### src/hdl/i2cm_pkg.sv
`timescale 1ns / 1ps
// ============================================================================
// i2cm_pkg: shared types and constants of the I2C master byte engine
// Command codes, queue entry layout, timing register block and bus opcodes.
// ============================================================================
package i2cm_pkg;

    localparam int TIMER_W     = 10;
    localparam int QUEUE_DEPTH = 4;
    localparam int QPTR_W      = $clog2(QUEUE_DEPTH);
    localparam int QCNT_W      = $clog2(QUEUE_DEPTH + 1);
    localparam int APB_AW      = 3;
    localparam int APB_DW      = 32;

    // Bus opcodes as they arrive on the op field
    localparam logic [2:0] OP_START = 3'd0;
    localparam logic [2:0] OP_STOP  = 3'd1;
    localparam logic [2:0] OP_WRITE = 3'd2;
    localparam logic [2:0] OP_READ  = 3'd3;
    localparam logic [2:0] OP_ADDR  = 3'd4;

    // Register indexes (paddr bit 2 selects the word)
    localparam logic REG_HALF_PERIOD = 1'b0;
    localparam logic REG_HIGH_HOLD   = 1'b1;

    localparam logic [TIMER_W-1:0] HALF_PERIOD_RST = 10'd47;
    localparam logic [TIMER_W-1:0] HIGH_HOLD_RST   = 10'd40;

    localparam logic [7:0] BYTE_ONES = 8'hff;

    // Classified command; the front maps unknown ops and idle ticks to CMD_NONE
    typedef enum logic [2:0] {
        CMD_NONE  = 3'd0,
        CMD_START = 3'd1,
        CMD_STOP  = 3'd2,
        CMD_WRITE = 3'd3,
        CMD_READ  = 3'd4,
        CMD_ADDR  = 3'd5
    } t_cmd;

    // One tick as it travels from front to back
    typedef struct packed {
        t_cmd       cmd;
        logic [7:0] data;      // first byte to shift: tx byte, address+rw, or all ones
        logic       send_ack;
        logic       sda;
        logic       scl;
    } t_item;

    typedef struct packed {
        logic [TIMER_W-1:0] half_period;
        logic [TIMER_W-1:0] high_hold;
    } t_cfg;

endpackage

### src/hdl/i2cm_front.sv
`timescale 1ns / 1ps
// ============================================================================
// i2cm_front: tick intake and command classification
// Takes one tick per beat, decodes the op and prepares the byte to shift.
// ============================================================================
module i2cm_front
    import i2cm_pkg::*;
(
    input  logic       i_in_valid,
    input  logic       i_cmd_valid,
    input  logic [2:0] i_op,
    input  logic [7:0] i_tx_byte,
    input  logic       i_send_ack,
    input  logic [6:0] i_target_address,
    input  logic       i_is_write,
    input  logic       i_sda_in,
    input  logic       i_scl_in,
    input  logic       i_full,
    output logic       o_in_stall,
    output logic       o_push,
    output t_item      o_item
);

    t_cmd       cmd;
    logic [7:0] data;

    always_comb begin
        cmd  = CMD_NONE;
        data = BYTE_ONES;
        if (i_cmd_valid) begin
            case (i_op)
                OP_START: cmd = CMD_START;
                OP_STOP:  cmd = CMD_STOP;
                OP_WRITE: begin
                    cmd  = CMD_WRITE;
                    data = i_tx_byte;
                end
                OP_READ:  cmd = CMD_READ;
                OP_ADDR:  begin
                    cmd  = CMD_ADDR;
                    data = {i_target_address, ~i_is_write};
                end
                default:  cmd = CMD_NONE;
            endcase
        end
    end

    assign o_in_stall     = i_full;
    assign o_push         = i_in_valid & ~i_full;
    assign o_item.cmd      = cmd;
    assign o_item.data     = data;
    assign o_item.send_ack = i_send_ack;
    assign o_item.sda      = i_sda_in;
    assign o_item.scl      = i_scl_in;

endmodule

### src/hdl/i2cm_queue.sv
`timescale 1ns / 1ps
// ============================================================================
// i2cm_queue: short tick queue between front and back
// Small register FIFO; push and pop may happen in the same cycle.
// ============================================================================
module i2cm_queue
    import i2cm_pkg::*;
(
    input  logic  i_clk,
    input  logic  i_rst_n,
    input  logic  i_push,
    input  t_item i_item,
    input  logic  i_pop,
    output logic  o_full,
    output logic  o_valid,
    output t_item o_item
);

    t_item             r_mem [QUEUE_DEPTH];
    logic [QPTR_W-1:0] r_wr_ptr, n_wr_ptr;
    logic [QPTR_W-1:0] r_rd_ptr, n_rd_ptr;
    logic [QCNT_W-1:0] r_count, n_count;
    logic              do_pop;

    assign do_pop  = i_pop & (r_count != '0);
    assign o_full  = (r_count == QCNT_W'(QUEUE_DEPTH));
    assign o_valid = (r_count != '0);
    assign o_item  = r_mem[r_rd_ptr];

    always_comb begin
        n_wr_ptr = i_push ? QPTR_W'(r_wr_ptr + 1'b1) : r_wr_ptr;
        n_rd_ptr = do_pop ? QPTR_W'(r_rd_ptr + 1'b1) : r_rd_ptr;
        n_count  = r_count;
        if (i_push && !do_pop) begin
            n_count = QCNT_W'(r_count + 1'b1);
        end else if (!i_push && do_pop) begin
            n_count = QCNT_W'(r_count - 1'b1);
        end
    end

    always_ff @(posedge i_clk) begin
        if (!i_rst_n) begin
            r_wr_ptr <= '0;
            r_rd_ptr <= '0;
            r_count  <= '0;
        end else begin
            r_wr_ptr <= n_wr_ptr;
            r_rd_ptr <= n_rd_ptr;
            r_count  <= n_count;
        end
    end

    always_ff @(posedge i_clk) begin
        if (i_push) begin
            r_mem[r_wr_ptr] <= i_item;
        end
    end

endmodule

### src/hdl/i2cm_back.sv
`timescale 1ns / 1ps
// ============================================================================
// i2cm_back: bus sequencer and result register
// Steps the start/stop/byte state machine once per tick and holds the result.
// ============================================================================
module i2cm_back
    import i2cm_pkg::*;
(
    input  logic       i_clk,
    input  logic       i_rst_n,
    input  t_cfg       i_cfg,
    input  logic       i_q_valid,
    input  t_item      i_q_item,
    output logic       o_pop,
    input  logic       i_out_stall,
    output logic       o_out_valid,
    output logic       o_scl_out,
    output logic       o_sda_out,
    output logic       o_busy_res,
    output logic       o_done_res,
    output logic [7:0] o_rx_byte,
    output logic       o_nack_seen,
    output logic       o_start_seen
);

    typedef enum logic [10:0] {
        PH_IDLE   = 11'b000_0000_0001,
        PH_S_WAIT = 11'b000_0000_0010,
        PH_S_HOLD = 11'b000_0000_0100,
        PH_S_SAMP = 11'b000_0000_1000,
        PH_P_WAIT = 11'b000_0001_0000,
        PH_P_T4   = 11'b000_0010_0000,
        PH_P_T2   = 11'b000_0100_0000,
        PH_X_LOW  = 11'b000_1000_0000,
        PH_X_WAIT = 11'b001_0000_0000,
        PH_X_HIGH = 11'b010_0000_0000,
        PH_X_TAIL = 11'b100_0000_0000
    } t_phase;

    t_phase             r_phase,     n_phase;
    logic [TIMER_W-1:0] r_timer,     n_timer;
    logic [3:0]         r_bit_idx,   n_bit_idx;
    logic [7:0]         r_shift,     n_shift;
    logic               r_is_read,   n_is_read;
    logic               r_ack,       n_ack;
    logic               r_nack,      n_nack;
    logic               r_start,     n_start;
    logic [7:0]         r_rx,        n_rx;
    logic               r_scl_drv,   n_scl_drv;
    logic               r_sda_drv,   n_sda_drv;
    logic               r_prev_sda,  n_prev_sda;
    logic               r_prev_scl,  n_prev_scl;
    logic               r_done,      n_done;
    logic               r_out_valid, n_out_valid;

    logic               step;
    logic               expired;
    logic [TIMER_W-1:0] half_load;
    logic [TIMER_W-1:0] high_load;
    logic [3:0]         bit_next;

    // A zero register value counts as one tick
    function automatic logic [TIMER_W-1:0] load_val(input logic [TIMER_W-1:0] v);
        return (v == '0) ? TIMER_W'(1) : v;
    endfunction

    assign step      = i_q_valid & (~r_out_valid | ~i_out_stall);
    assign o_pop     = step;
    assign expired   = (r_timer <= TIMER_W'(1));
    assign half_load = load_val(i_cfg.half_period);
    assign high_load = load_val(i_cfg.high_hold);
    assign bit_next  = r_bit_idx + 4'd1;

    always_comb begin
        n_phase    = r_phase;
        n_timer    = r_timer;
        n_bit_idx  = r_bit_idx;
        n_shift    = r_shift;
        n_is_read  = r_is_read;
        n_ack      = r_ack;
        n_nack     = r_nack;
        n_start    = r_start;
        n_rx       = r_rx;
        n_scl_drv  = r_scl_drv;
        n_sda_drv  = r_sda_drv;
        n_prev_sda = r_prev_sda;
        n_prev_scl = r_prev_scl;
        n_done     = r_done;

        if (step) begin
            n_done = 1'b0;
            case (r_phase)
                PH_IDLE: begin
                    case (i_q_item.cmd)
                        CMD_START: begin
                            n_start   = 1'b0;
                            n_scl_drv = 1'b1;
                            n_sda_drv = 1'b1;
                            n_phase   = PH_S_WAIT;
                        end
                        CMD_STOP: begin
                            n_sda_drv = 1'b0;
                            n_scl_drv = 1'b1;
                            n_phase   = PH_P_WAIT;
                        end
                        CMD_WRITE, CMD_READ, CMD_ADDR: begin
                            n_shift   = i_q_item.data;
                            n_is_read = (i_q_item.cmd == CMD_READ);
                            if (i_q_item.cmd == CMD_READ) begin
                                n_ack = i_q_item.send_ack;
                            end else begin
                                n_nack = 1'b0;
                            end
                            n_bit_idx = '0;
                            n_scl_drv = 1'b0;
                            n_sda_drv = i_q_item.data[7];
                            n_timer   = half_load;
                            n_phase   = PH_X_LOW;
                        end
                        default: n_phase = PH_IDLE;
                    endcase
                end
                PH_S_WAIT: begin
                    if (i_q_item.scl) begin
                        n_timer = half_load;
                        n_phase = PH_S_HOLD;
                    end
                end
                PH_S_HOLD: begin
                    if (expired) begin
                        n_sda_drv = 1'b0;
                        n_phase   = PH_S_SAMP;
                    end else begin
                        n_timer = r_timer - TIMER_W'(1);
                    end
                end
                PH_S_SAMP: begin
                    n_scl_drv = 1'b0;
                    n_sda_drv = 1'b1;
                    n_phase   = PH_IDLE;
                    n_done    = 1'b1;
                end
                PH_P_WAIT: begin
                    if (i_q_item.scl) begin
                        n_timer = high_load;
                        n_phase = PH_P_T4;
                    end
                end
                PH_P_T4: begin
                    if (expired) begin
                        n_sda_drv = 1'b1;
                        n_timer   = half_load;
                        n_phase   = PH_P_T2;
                    end else begin
                        n_timer = r_timer - TIMER_W'(1);
                    end
                end
                PH_P_T2: begin
                    if (expired) begin
                        n_phase = PH_IDLE;
                        n_done  = 1'b1;
                    end else begin
                        n_timer = r_timer - TIMER_W'(1);
                    end
                end
                PH_X_LOW: begin
                    if (expired) begin
                        n_scl_drv = 1'b1;
                        n_phase   = PH_X_WAIT;
                    end else begin
                        n_timer = r_timer - TIMER_W'(1);
                    end
                end
                PH_X_WAIT: begin
                    if (i_q_item.scl) begin
                        if (!r_bit_idx[3]) begin
                            n_shift = {r_shift[6:0], i_q_item.sda};
                        end else if (!r_is_read) begin
                            n_nack = i_q_item.sda;
                        end
                        n_timer = high_load;
                        n_phase = PH_X_HIGH;
                    end
                end
                PH_X_HIGH: begin
                    if (expired) begin
                        n_scl_drv = 1'b0;
                        n_bit_idx = bit_next;
                        n_timer   = half_load;
                        if (!bit_next[3]) begin
                            n_sda_drv = r_shift[7];
                            n_phase   = PH_X_LOW;
                        end else if (bit_next == 4'd8) begin
                            // Ack slot: reads drive the ack, writes release SDA
                            if (r_is_read) begin
                                n_rx      = r_shift;
                                n_sda_drv = ~r_ack;
                            end else begin
                                n_sda_drv = 1'b1;
                            end
                            n_phase = PH_X_LOW;
                        end else begin
                            n_sda_drv = 1'b1;
                            n_phase   = PH_X_TAIL;
                        end
                    end else begin
                        n_timer = r_timer - TIMER_W'(1);
                    end
                end
                PH_X_TAIL: begin
                    if (expired) begin
                        n_shift = BYTE_ONES;
                        n_phase = PH_IDLE;
                        n_done  = 1'b1;
                    end else begin
                        n_timer = r_timer - TIMER_W'(1);
                    end
                end
                default: n_phase = PH_IDLE;
            endcase

            // Bus-level start: SDA falls while SCL stays high
            if (r_prev_scl && i_q_item.scl && r_prev_sda && !i_q_item.sda) begin
                n_start = 1'b1;
            end
            n_prev_sda = i_q_item.sda;
            n_prev_scl = i_q_item.scl;
        end
    end

    always_comb begin
        if (step) begin
            n_out_valid = 1'b1;
        end else if (i_out_stall) begin
            n_out_valid = r_out_valid;
        end else begin
            n_out_valid = 1'b0;
        end
    end

    always_ff @(posedge i_clk) begin
        if (!i_rst_n) begin
            r_phase     <= PH_IDLE;
            r_timer     <= '0;
            r_bit_idx   <= '0;
            r_shift     <= BYTE_ONES;
            r_is_read   <= 1'b0;
            r_ack       <= 1'b1;
            r_nack      <= 1'b0;
            r_start     <= 1'b0;
            r_rx        <= '0;
            r_scl_drv   <= 1'b1;
            r_sda_drv   <= 1'b1;
            r_prev_sda  <= 1'b1;
            r_prev_scl  <= 1'b1;
            r_done      <= 1'b0;
            r_out_valid <= 1'b0;
        end else begin
            r_phase     <= n_phase;
            r_timer     <= n_timer;
            r_bit_idx   <= n_bit_idx;
            r_shift     <= n_shift;
            r_is_read   <= n_is_read;
            r_ack       <= n_ack;
            r_nack      <= n_nack;
            r_start     <= n_start;
            r_rx        <= n_rx;
            r_scl_drv   <= n_scl_drv;
            r_sda_drv   <= n_sda_drv;
            r_prev_sda  <= n_prev_sda;
            r_prev_scl  <= n_prev_scl;
            r_done      <= n_done;
            r_out_valid <= n_out_valid;
        end
    end

    assign o_out_valid  = r_out_valid;
    assign o_scl_out    = r_scl_drv;
    assign o_sda_out    = r_sda_drv;
    assign o_busy_res   = (r_phase != PH_IDLE);
    assign o_done_res   = r_done;
    assign o_rx_byte    = r_rx;
    assign o_nack_seen  = r_nack;
    assign o_start_seen = r_start;

endmodule

### src/hdl/i2c_master_byte_engine.sv
`timescale 1ns / 1ps
// ============================================================================
// i2c_master_byte_engine: I2C master, one bus tick per beat
// Drives open-drain SCL/SDA levels for start, stop, byte and address commands.
// ============================================================================
// Usage:
//   Input channel (i_in_valid / o_in_stall): each beat is one tick of bus time,
//   carrying an optional command and the sampled SDA and SCL line levels.
//   Output channel (o_out_valid / i_out_stall): exactly one result beat per
//   input beat, in order: SCL/SDA drive, busy, done pulse, received byte,
//   ack status and start-detect flag after that tick.
//   Timing registers (half period, high hold) sit behind the APB port at byte
//   addresses 0 and 4; write them only while the engine is idle.
// Path and throughput:
//   A beat is written into the tick queue, then its result into the result
//   register, from which the result beat leaves. One beat per cycle is
//   sustained while i_out_stall is low; the limit is the single-step
//   sequencer in the back, which retires one tick per cycle.
// Reset (synchronous, active low): sequencer idle, both lines released, the
//   tick queue and result register empty, timing registers at 47 and 40.
// Stall: while i_out_stall is high and a result is valid, that result holds and
//   the sequencer freezes; the front keeps taking ticks into the 4-entry queue
//   until it fills, then raises o_in_stall.
// ============================================================================
module i2c_master_byte_engine
    import i2cm_pkg::*;
(
    input  logic              i_clk,
    input  logic              i_rst_n,
    // tick input channel
    input  logic              i_in_valid,
    output logic              o_in_stall,
    input  logic              i_cmd_valid,
    input  logic [2:0]        i_op,
    input  logic [7:0]        i_tx_byte,
    input  logic              i_send_ack,
    input  logic [6:0]        i_target_address,
    input  logic              i_is_write,
    input  logic              i_sda_in,
    input  logic              i_scl_in,
    // result channel
    output logic              o_out_valid,
    input  logic              i_out_stall,
    output logic              o_scl_out,
    output logic              o_sda_out,
    output logic              o_busy_res,
    output logic              o_done_res,
    output logic [7:0]        o_rx_byte,
    output logic              o_nack_seen,
    output logic              o_start_seen,
    // register port
    input  logic              psel,
    input  logic              penable,
    input  logic              pwrite,
    input  logic [APB_AW-1:0] paddr,
    input  logic [APB_DW-1:0] pwdata,
    output logic [APB_DW-1:0] prdata,
    output logic              pready
);

    logic [TIMER_W-1:0] r_half_period;
    logic [TIMER_W-1:0] r_high_hold;
    logic               cfg_wr;
    t_cfg               cfg;

    logic               push;
    t_item              push_item;
    logic               q_full;
    logic               q_valid;
    t_item              q_item;
    logic               pop;

    // Register file: write on the access phase, paddr bit 2 picks the word
    assign pready = 1'b1;
    assign cfg_wr = psel & penable & pwrite;

    always_ff @(posedge i_clk) begin
        if (!i_rst_n) begin
            r_half_period <= HALF_PERIOD_RST;
            r_high_hold   <= HIGH_HOLD_RST;
        end else if (cfg_wr) begin
            if (paddr[2] == REG_HALF_PERIOD) begin
                r_half_period <= pwdata[TIMER_W-1:0];
            end else begin
                r_high_hold <= pwdata[TIMER_W-1:0];
            end
        end
    end

    always_comb begin
        case (paddr[2])
            REG_HALF_PERIOD: prdata = APB_DW'(r_half_period);
            REG_HIGH_HOLD:   prdata = APB_DW'(r_high_hold);
            default:         prdata = '0;
        endcase
    end

    assign cfg.half_period = r_half_period;
    assign cfg.high_hold   = r_high_hold;

    // Front: accept ticks and classify commands
    i2cm_front u_front (
        .i_in_valid       (i_in_valid),
        .i_cmd_valid      (i_cmd_valid),
        .i_op             (i_op),
        .i_tx_byte        (i_tx_byte),
        .i_send_ack       (i_send_ack),
        .i_target_address (i_target_address),
        .i_is_write       (i_is_write),
        .i_sda_in         (i_sda_in),
        .i_scl_in         (i_scl_in),
        .i_full           (q_full),
        .o_in_stall       (o_in_stall),
        .o_push           (push),
        .o_item           (push_item)
    );

    // Decouple intake from the sequencer
    i2cm_queue u_queue (
        .i_clk   (i_clk),
        .i_rst_n (i_rst_n),
        .i_push  (push),
        .i_item  (push_item),
        .i_pop   (pop),
        .o_full  (q_full),
        .o_valid (q_valid),
        .o_item  (q_item)
    );

    // Back: step the bus sequencer, hold the result beat
    i2cm_back u_back (
        .i_clk        (i_clk),
        .i_rst_n      (i_rst_n),
        .i_cfg        (cfg),
        .i_q_valid    (q_valid),
        .i_q_item     (q_item),
        .o_pop        (pop),
        .i_out_stall  (i_out_stall),
        .o_out_valid  (o_out_valid),
        .o_scl_out    (o_scl_out),
        .o_sda_out    (o_sda_out),
        .o_busy_res   (o_busy_res),
        .o_done_res   (o_done_res),
        .o_rx_byte    (o_rx_byte),
        .o_nack_seen  (o_nack_seen),
        .o_start_seen (o_start_seen)
    );

endmodule

### config.mk
export PLATFORM = sky130hd
export DESIGN_NAME = i2c_master_byte_engine
export DESIGN_NICKNAME = d
export VERILOG_FILES = /design/src/hdl/i2cm_pkg.sv /design/src/hdl/i2cm_front.sv /design/src/hdl/i2cm_queue.sv /design/src/hdl/i2cm_back.sv /design/src/hdl/i2c_master_byte_engine.sv
export SDC_FILE = /design/constraint.sdc
export NUM_CORES = 1
export LEC_CHECK = 0
export ABC_AREA = 1
export BUFFER_PORTS_ARGS = -buffer_cell sky130_fd_sc_hd__buf_2
export CORE_MARGIN = 5
export CORE_UTILIZATION = 57
export CTS_BUF_LIST = sky130_fd_sc_hd__clkbuf_16
export DETAILED_ROUTE_END_ITERATION = 16
export PLACE_DENSITY = 0.8
export SLEW_MARGIN = 20
export SYNTH_ARGS = -nofsm -noshare
export SYNTH_HDL_FRONTEND = slang
export SYNTH_SLANG_ARGS = --single-unit
### constraint.sdc
create_clock -name i_clk -period 2.2 [get_ports i_clk]
set_clock_uncertainty 0.15 [all_clocks]
set_input_delay 0.11 -clock i_clk [delete_from_list [all_inputs] [get_ports i_clk]]
set_output_delay 0.11 -clock i_clk [all_outputs]
set_load 0.03 [all_outputs]
==> results of run 1 <==
==> metal layers <==
metal / GRT usage [%] / vias to the layer above / part of all wire (%)
met5: 0 / - / 0
met4: 11.6 / 0 / 3.2
met3: 5.31 / 51 / 6.0
met2: 45.5 / 261 / 51
met1: 30.0 / 3092 / 40
li1: - / 3228 / -
==> synth_stat cells (all sizes together) (2+ instances only) <==
library cell  number
a211oi             3
nor2             166
nor3               8
or2                2
nand3             87
edfxtp            56
nand2            168
a21oi             42
o211ai             4
nand4             18
conb               2
inv               84
and2               3
o21ai             95
o22a               2
ha                 8
a31oi              7
clkbuf            21
buf               27
dfxtp             80
o22ai              2
xor2               8
==> registers in the layout, summed over array words and instances (netlist names), 4 cells and up, named ones only <==
name / flops
u_back.r_shift: 8
u_queue.r_mem: 56
r_half_period: 10
r_high_hold: 10
u_back.r_phase: 11
u_back.r_timer: 10
u_back.r_bit_idx: 4
u_back.o_rx_byte: 8
==> logic make-up after synthesis <==
family / Yosys count
other cells: 2
simple gates: 455
flops: 136
xor+xnor: 8
fa+ha+maj: 9
buf+inv: 133
compound gates: 158
==> cell type report <==
type                            count  area share [%]
Clock inverter                     15            1.70
Timing Repair inverter              1          0.0859
Sequential cell                   136            37.7
Inverter                           85            3.72
Multi-Input combinational cell    654            38.1
Clock buffer                       17            4.87
Tap cell                          168            2.41
Timing Repair Buffer              140            11.4
==> per-stage QoR <==
| stage | TNS [ns] | utilization, % |
|---|---|---|
| after floorplan | 0 | - |
| after global placement | 0 | 63.5 |
| after detailed placement | 0 | 63.5 |
| after CTS | 0 | 71.1 |
| after global routing | -0.000578 | 72.4 |
| final | 0 | 72.4 |
==> worst min-delay path by stage <==
stage,from,end,slack (ns),cells after the start
after global placement,i_send_ack,u_queue.r_mem[0][2],0.17,1
after floorplan,i_scl_in,u_queue.r_mem[0][0],0.06,0
after CTS,i_in_valid,u_queue.r_wr_ptr[0],0.04,5
after detailed placement,i_send_ack,u_queue.r_mem[0][2],0.18,1
after global routing,i_in_valid,u_queue.r_wr_ptr[0],0.05,5
final,i_in_valid,u_queue.r_wr_ptr[0],0.02,5
==> tightest hold or removal path, delay by kind of cell <==
family	cells	cell delay, ns
AOI/OAI and AO/OA	1	0.06
and+or+nand+nor	1	0.14
buffers and inverters	3	0.25
==> power by group <==
part           leakage, µW  total, µW  switching [µW]  internal (µW)
Sequential         0.00115       3340             298           3040
Clock             0.000286       2790            1120           1670
Combinational      0.00241       5020            3210           1810
==> placed cells by master, fill, tap and decap left out, types with 16 or more instances in the layout <==
| master | instances |
|---|---|
| nand3_1 | 82 |
| nand4_1 | 16 |
| o21ai_0 | 83 |
| a21oi_1 | 41 |
| dlygate4sd3_1 | 34 |
| dfxtp_1 | 76 |
| buf_2 | 66 |
| nor2_1 | 143 |
| inv_1 | 76 |
| conb_1 | 23 |
| nand2_1 | 150 |
| buf_4 | 38 |
| edfxtp_1 | 56 |
| clkbuf_16 | 17 |
==> timing repair <==
action	4_1_cts	5_1_grt
hold buffers	34	0
resized for setup	0	32
setup buffers	0	6
endpoints found under the hold margin	77	0
setup endpoints to repair	0	54
==> reports/metrics.cfg, run 1 <==
[synth]
yosys-top-cells-area = edfxtp_1 24%, dfxtp_1 23%, nand2_1 8.3%
synth_top_area_share_pct = 23.9
synthMuxAreaShare_pct = 0
synth_top_cell_by_area = edfxtp_1
yosysSeqAreaShare_pct = 46.6
synth_top_family_by_area = simple AND/OR/NAND/NOR gates
synth_seq_cells = 136
yosysWarnings = 0
synthXorXnorAreaFrac_pct = 0.995
synthDistinctLibCells = 45
yosys.area_share.adder_pct = 1.71
synth-main-ff-cell = dfxtp_1
synth_compound_area_share_pct = 12.2
synthSimpleGateAreaFrac_pct = 29.7
syn_area_um2 = 7040
synth_edf_count = 56
syn_inst = 901
synthArstFlopShare_pct = 0
avgSynthCellArea_um2 = 7.81

[critical_path]
crit_path_start = u_back.r_phase[6]
crit_cells = 12
endpoint = u_back.r_timer[1]
reg2reg_depth = 12
path_delay_family = simple AND/OR/NAND/NOR gates
cp_max_fo = 5
critical_path_arrival_ns = 2.19
reg2reg_slack_ns = 0.14
worstSetupStartpointType = flop
worstPathRequired_ns = 2.33
slowest_delay_ns = 0.33
r2r_start = u_back.r_phase[6]
cp-end-kind = flop
worstPathCellList = nor2_2 > nand2_4 > nor2_8 > nand2_2 > nand2_2 > inv_1 > nand2_1 > nand2_1 > nand2_2 > nor2_4 > nand2_1 > a21oi_1
crit_buf_inv = 1
crit_slowest_cell = dfxtp_1
critPathKind = reg2reg
r2r_end = u_back.r_timer[1]

[floorplan]
std_cell_rows = 40
core-area_um2 = 12100
die_h_um = 121
ios = 114
die_area_um2 = 14700
initial_core_util_pct = 58.4
die-width_um = 121

[final_layout]
regArea_um2 = 3290
n_antenna_cell = 0
layout-drive-gt1-share_pct = 19.8
fillCellCount = 928
final_cells = 1216
multiInputGateArea_um2 = 3330
syn2layout_area_growth_pct = 24.1
final_area_um2 = 8740
nets = 1109

[timing]
hold_slack_ns = 0.0195
slew_viol_final = 0
max_freq_mhz = 485
layout_setup_ws_ns = 0.137
finalSetupViolCount = 0
tightestPinTransition_ns = 0.738
slew_headroom_pct = 50.6
fin_crit_sh_pct = 93.8
hold_viol = 0
fin_crit_ns = 2.06

[flow_run]
drv_cap = 0

[detailed_routing]
vias_per_cell = 5.45
vias = 6632
drc_errors = 0
firstDrtPassIters = 6
postRouteAntennaNets = 0
drt-initial-drc-count = 533
wl_per_cell_um = 15.3
wl_mm = 18.7

[cts]
h-tree-depth = 4
numCtsBuffers = 17
root_buffer = clkbuf_16
cts_tree = yes
clockBufferDepth = 2
clk_pin_slew_ns = 0.06
tritoncts_num_sinks = 136
insertion_delay_ns = 0.43

[grt]
globalRouteTotalUtil_pct = 25.8
grt_pass1_vias = 6455
grt_pass1_wl_mm = 30.1
antenna_found_initial = 0
grt_max_degree = 57
grt_overflow_total = 0

[hold_path]
hp-class = in2reg

[place]
gp_congestion = 0.923
place_area_um2 = 7660
place_ws_ns = 0.0487
dp_cells = 1142
dp_hpwl_mm = 12.2
port_buffers = 66

[pwr]
leakagePower_uw = 0.00384
vdd.ir_drop.worst_v = 0.000625
p_total_uw = 11200
p_per_area_nw_per_um2 = 1280

[status]
status = completed

(Power assumes the default switching activity.)
==> inputs of run 2 (changes only) <==
--- a/config.mk
+++ b/config.mk
@@ -12,6 +12,7 @@
 export CTS_BUF_LIST = sky130_fd_sc_hd__clkbuf_16
 export DETAILED_ROUTE_END_ITERATION = 16
 export PLACE_DENSITY = 0.8
+export REMOVE_ABC_BUFFERS = 1
 export SLEW_MARGIN = 20
 export SYNTH_ARGS = -nofsm -noshare
 export SYNTH_HDL_FRONTEND = slang
==> run 2 against run 1 <==
Against the previous run:
- worst hold slack lost 0.0076 ns
- combinational power shrank 4.8%
- non-clock buffer count shrank 2
- critical path type unchanged
==> reports/metrics.cfg, run 2 (synthesis gave the netlist of run 1 again) <==
[status]
status = completed

[final_layout]
regArea_um2 = 3290
reg.largest.list = u_queue.r_mem: 56 flops, u_back.r_phase: 11 flops
layout-drive-gt1-share_pct = 19.3
final_common_cell = nand2_1
largest_reg_flops = 56
multiInputGateArea_um2 = 3300
syn2layout_area_growth_pct = 23.2
nets = 1106
regMostFlops = u_queue.r_mem
layout_common_cells = 151 x nand2_1, 146 x nor2_1, 82 x nand3_1, 82 x o21ai_0
n_antenna_cell = 0
fillCellCount = 897

[hold_path]
hp-class = in2reg
min_to = u_queue.r_wr_ptr[0]
whs_path_depth = 5
holdCritStartpoint = i_in_valid

[detailed_routing]
wl_met3_mm = 1.24
drc_errors = 0
wl_mm = 17.7
postRouteAntennaNets = 0
wl_per_cell_um = 14.6
m1WireLength_mm = 7.29
firstDrtPassIters = 6
vias_per_cell = 5.30
wl_met2_mm = 8.73
drt-initial-drc-count = 554
vias = 6426
top_layer = met4

[critical_path]
cp_max_fo = 11
worstPathCellList = nor2_2 > nand2_4 > nor2_8 > nand2_2 > nand2_2 > nor2_4 > nand3_2 > nand2_2 > nor2_2 > nand2_1 > a21oi_1
reg2reg_slack_ns = 0.11
crit_buf_inv = 0
r2r_start = u_back.r_phase[0]
critical_path_arrival_ns = 2.30
r2r_end = u_back.r_timer[1]
slowest_delay_ns = 0.34
reg2reg_depth = 11
crit_cells = 11
critPathKind = reg2reg
cp_common_cell = nand2_2
path_delay_family = simple AND/OR/NAND/NOR gates
cp-end-kind = flop
crit_slowest_cell = dfxtp_1
worstSetupStartpointType = flop
worstPathRequired_ns = 2.41

[pwr]
leakagePower_uw = 0.00384
p_total_uw = 11000
p_per_area_nw_per_um2 = 1270
vdd.ir_drop.worst_v = 0.000808

[grt]
grt_max_degree = 28
grt_overflow_total = 0
grt_pass1_vias = 5997
globalRouteTotalUtil_pct = 24.3
grt_pass1_wl_mm = 28.4
antenna_found_initial = 0

[place]
place_ws_ns = -0.00866
port_buffers = 66
dp_hpwl_mm = 11.7
gp_congestion = 0.990

[timing]
slew_headroom_pct = 59.7
slew_viol_final = 0
layout_setup_ws_ns = 0.110
tightestPinTransition_ns = 0.603
fin_crit_sh_pct = 95.0
hold_viol = 0
finalSetupViolCount = 0
fin_crit_ns = 2.09
max_freq_mhz = 478

[cts]
clockBufferDepth = 2
tritoncts_num_sinks = 136
root_buffer = clkbuf_16
cts_tree = yes
h-tree-depth = 4
insertion_delay_ns = 0.44
numCtsBuffers = 17
clk_pin_slew_ns = 0.06

[floorplan]
die_area_um2 = 14700
std_cell_rows = 40
die-width_um = 121
die_h_um = 121
initial_core_util_pct = 58.4
ios = 114
core-area_um2 = 12100

[flow_run]
drv_cap = 0

run 2: final cells by class:
class | count | share of cell area, %
Clock inverter | 15 | 1.92
Inverter | 85 | 3.69
Multi-Input combinational cell | 654 | 38.1
Timing Repair Buffer | 138 | 11.1
Tap cell | 168 | 2.42
Clock buffer | 17 | 4.90
Sequential cell | 136 | 37.9
run 2: through the flow:
stage | hold slack [ns] | instances | instance area [µm²] | util [%] | setup TNS [ns]
CTS | 0.00672 | 1204 | 8540 | 70.8 | 0
global placement | 0.174 | 1136 | 7580 | 62.9 | 0
finish | 0.0119 | 1213 | 8670 | 71.9 | 0
detailed placement | 0.185 | 1136 | 7580 | 62.9 | -0.0169
global route | 0.0652 | 1213 | 8670 | 71.9 | -0.0187
floorplan | 0.0441 | 874 | 6830 | - | -12.33
run 2: worst max path at each step:
stage / endpoint / start
2_1_floorplan: u_back.r_timer[9] / flop
3_3_place_gp: u_back.r_timer[9] / flop
3_5_place_dp: u_back.r_timer[9] / flop
4_1_cts: u_back.r_timer[2] / u_back.r_timer[0]
5_1_grt: u_back.r_timer[1] / u_back.r_phase[0]
6_report: u_back.r_timer[1] / u_back.r_phase[0]
run 2: timing repair:
item	CTS	global route
cloned	0	1
endpoints found under the setup margin	6	63
buffers inserted	0	8
gates resized for setup	1	23
pin swaps	0	6
endpoints found under the hold margin	83	0
hold buffers	36	0
run 2: power by group:
part | internal, µW | total, µW | switching [µW]
registers | 3040 | 3320 | 279
logic | 1670 | 4780 | 3110
clock network | 1690 | 2890 | 1190
run 2: layer usage:
layer / global-route usage [%] / vias up
li1: - / 3213
met3: 5.73 / 53
met2: 40.8 / 255
met1: 30.1 / 2905
met5: 0 / -
met4: 9.80 / 0
run 2: worst register-to-register path: stages (launching register included):
cell and delay [ns]:
dfxtp_1 0.34, nor2_2 0.20, nand2_4 0.12, nor2_8 0.14, nand2_2 0.12, nand2_2 0.16, nor2_4 0.10, nand3_2 0.11
nand2_2 0.10, nor2_2 0.23, nand2_1 0.10, a21oi_1 0.13
==> inputs of run 3 (changes only) <==
--- a/config.mk
+++ b/config.mk
@@ -16,4 +16,5 @@
 export SLEW_MARGIN = 20
 export SYNTH_ARGS = -nofsm -noshare
 export SYNTH_HDL_FRONTEND = slang
+export SYNTH_HIERARCHICAL = 1
 export SYNTH_SLANG_ARGS = --single-unit
==> run 3 against run 2 <==
Against the previous run:
- first-iteration DRC count rose by 9.0%
- critical path type is now in2reg
- core utilization fell by 0.95 points
- synthesized area rose by 5.2%
- sequential share of layout area fell by 1.3 points
- via count rose by 8.2%
- highest routed layer unchanged
- worst hold slack got worse by 0.020 ns
- the run now ends with hold timing left
- non-clock buffer count rose by 3
- register-to-register slack barely moved
==> reports/metrics.cfg, run 3 <==
[status]
status = complete, but fails checks
failed_checks = hold timing

[pwr]
pwr-share-clk_pct = 24.1
vdd.ir_drop.worst_v = 0.000928
p_sw_share_pct = 41.3
p_per_area_nw_per_um2 = 1240
p_switching_uw = 4590
p_comb_share_pct = 45.4
power_frac_seq_pct = 30.5
internal_power_uw = 6520
leakagePower_uw = 0.00424

[floorplan]
die_h_um = 124
core-area_um2 = 12700
ios = 114
initial_core_util_pct = 58.5
die_area_um2 = 15400
std_cell_rows = 41
die-width_um = 124

[final_layout]
final_cells = 1295
n_antenna_cell = 0
layout_common_cells = 224 x nand2_1, 176 x nor2_1, 93 x nand3_1, 90 x inv_1, 77 x dfxtp_1
reg.largest.list = u_queue/r_mem: 56 flops, u_back/r_phase: 11 flops
largest_reg_flops = 56
final_area_um2 = 8990
regArea_um2 = 3290
final_core_util_pct = 71.0
multiInputGateArea_um2 = 3530
nets = 1184
syn2layout_area_growth_pct = 21.4
regMostFlops = u_queue/r_mem
final_common_cell = nand2_1
fillCellCount = 961
layout-drive-gt1-share_pct = 19.8

[critical_path]
cp-end-kind = flop
reg2reg_depth = 13
worstPathRequired_ns = 2.40
critical_path_arrival_ns = 2.30
cp_max_fo = 4
worstSetupStartpointType = primary input
critPathKind = in2reg

[synth]
synthArstFlopShare_pct = 0
yosysSeqAreaShare_pct = 44.3
syn_inst = 981
synth-main-ff-cell = dfxtp_1
synth_top_area_share_pct = 22.7
yosys-top-cells-area = edfxtp_1 23%, dfxtp_1 22%, nand2_1 11%
synth_most_common_cell = nand2_1
synth_seq_cells = 136
synth_top_cell_by_area = edfxtp_1
synth_edf_count = 56
synthDistinctLibCells = 44
yosysWarnings = 6
synth_common_cells = 223 x nand2_1, 183 x nor2_1, 96 x nand3_1, 89 x inv_1, 80 x dfxtp_1
syn_area_um2 = 7410
avgSynthCellArea_um2 = 7.55

[hold_path]
hp-class = in2reg
whs_path_depth = 5

[timing]
fin_crit_ns = 2.10
hold_viol = 1
slew_viol_final = 0
rsz0062_at_grt = true
finalSetupViolCount = 0
max_freq_mhz = 477
tns_ns = 0
hold_slack_ns = -0.00779
fin_crit_sh_pct = 95.3

[cts]
cts_tree = yes
tritoncts_num_sinks = 136
numCtsBuffers = 17
insertion_delay_ns = 0.41
root_buffer = clkbuf_16
h-tree-depth = 4
clockBufferDepth = 2
clk_pin_slew_ns = 0.06

[grt]
globalRouteTotalUtil_pct = 25.0
antenna_found_initial = 0
grt_max_degree = 35
grt_overflow_total = 0
grt_pass1_vias = 6555
grt_pass1_wl_mm = 30.2

[place]
place_area_um2 = 7910
dp_cells = 1221
gp_congestion = 0.960
port_buffers = 66
dp_hpwl_mm = 12.4

[detailed_routing]
wl_met3_mm = 1.25
vias_per_cell = 5.37
wl_per_cell_um = 14.4
top_layer = met4
m1WireLength_mm = 7.57
drt-initial-drc-count = 604
vias = 6954
wl_met2_mm = 9.23
postRouteAntennaNets = 0
wl_mm = 18.7
drc_errors = 0
firstDrtPassIters = 5

[flow_run]
drv_cap = 0

run 3: cell types whose count changed after synthesis, moves of 7 or more:
cell / previous run / this run
nand2_1: 155 / 223
o21ai_0: 84 / 37
nor2_1: 147 / 183
a21oi_1: 41 / 20
clkbuf_1: 21 / 6
inv_1: 76 / 89
nand3_1: 83 / 96
o21ai_1: 8 / 19
buf_4: 24 / 33
nor2_4: 1 / 10
buf_2: 0 / 7
nand4_1: 16 / 9
run 3: final timing paths:
kind                              end         startpoint  slack, ns
setup reg to reg    u_back/r_timer[9]               flop       0.11
hold / removal    u_queue/r_wr_ptr[0]         i_in_valid     -0.008
setup / recovery       r_high_hold[5]            penable       0.10
hold reg to reg     u_back/r_prev_scl  u_back/r_prev_scl       0.32
run 3: kinds of logic after synthesis:
| group | share of synthesized area [%] |
|---|---|
| AO/OA/AOI/OAI | 9.31 |
| XOR/XNOR | 0.473 |
| adder cells (fa/ha/maj) | 1.62 |
| buffers and inverters | 10.6 |
| flip-flops | 44.3 |
| other | 0.101 |
| AND/OR/NAND/NOR | 33.6 |
run 3: through the flow:
step / hold WS [ns] / setup WS [ns] / total power, µW
after floorplan: 0.0441 / -0.595 / 6560
after global placement: 0.179 / -0.0127 / 7890
after detailed placement: 0.179 / -0.0832 / 8000
after CTS: 0.00859 / 0.00473 / 10800
after global routing: 0.0267 / -0.0264 / 11900
final: -0.00779 / 0.102 / 11100
run 3: what timing repair did:
item,CTS,global route
pin swaps,0,10
buffers inserted,0,2
gates cloned,0,3
gates resized for setup,3,36
hold buffers,37,0
endpoints found under the hold margin,77,0
endpoints found under the setup margin,19,47
run 3: area by class of cell:
cell class | instances | share of cell area (%)
sequential | 136 | 36.6
timing repair buffer | 141 | 11.3
clock buffer | 18 | 5.01
timing repair inverter | 1 | 0.0696
clock inverter | 14 | 1.20
tap | 172 | 2.39
inverter | 98 | 4.22
multi-input combinational | 715 | 39.2
run 3: per-layer routing:
layer,global-route usage [%],vias up
li1,-,3411
met1,30.2,3165
met2,42.9,317
met3,5.45,61
met4,11.2,0
met5,0,-
run 3: worst max-delay path, stage by stage:
cell	delay [ns]
dlygate4sd3_1	0.53
buf_2	0.12
nand3_2	0.10
nor2_4	0.15
nand2_1	0.08
dlygate4sd3_1	0.57
nand3_1	0.08
dlygate4sd3_1	0.55
run 3: power by group through the flow:
stage | combinational, µW | clock [µW] | sequential [µW]
2_1_floorplan | 3090 | 0 | 3470
3_3_place_gp | 4490 | 0 | 3400
3_5_place_dp | 4590 | 0 | 3410
4_1_cts | 4700 | 2700 | 3360
5_1_grt | 5600 | 2830 | 3440
6_report | 5040 | 2680 | 3390
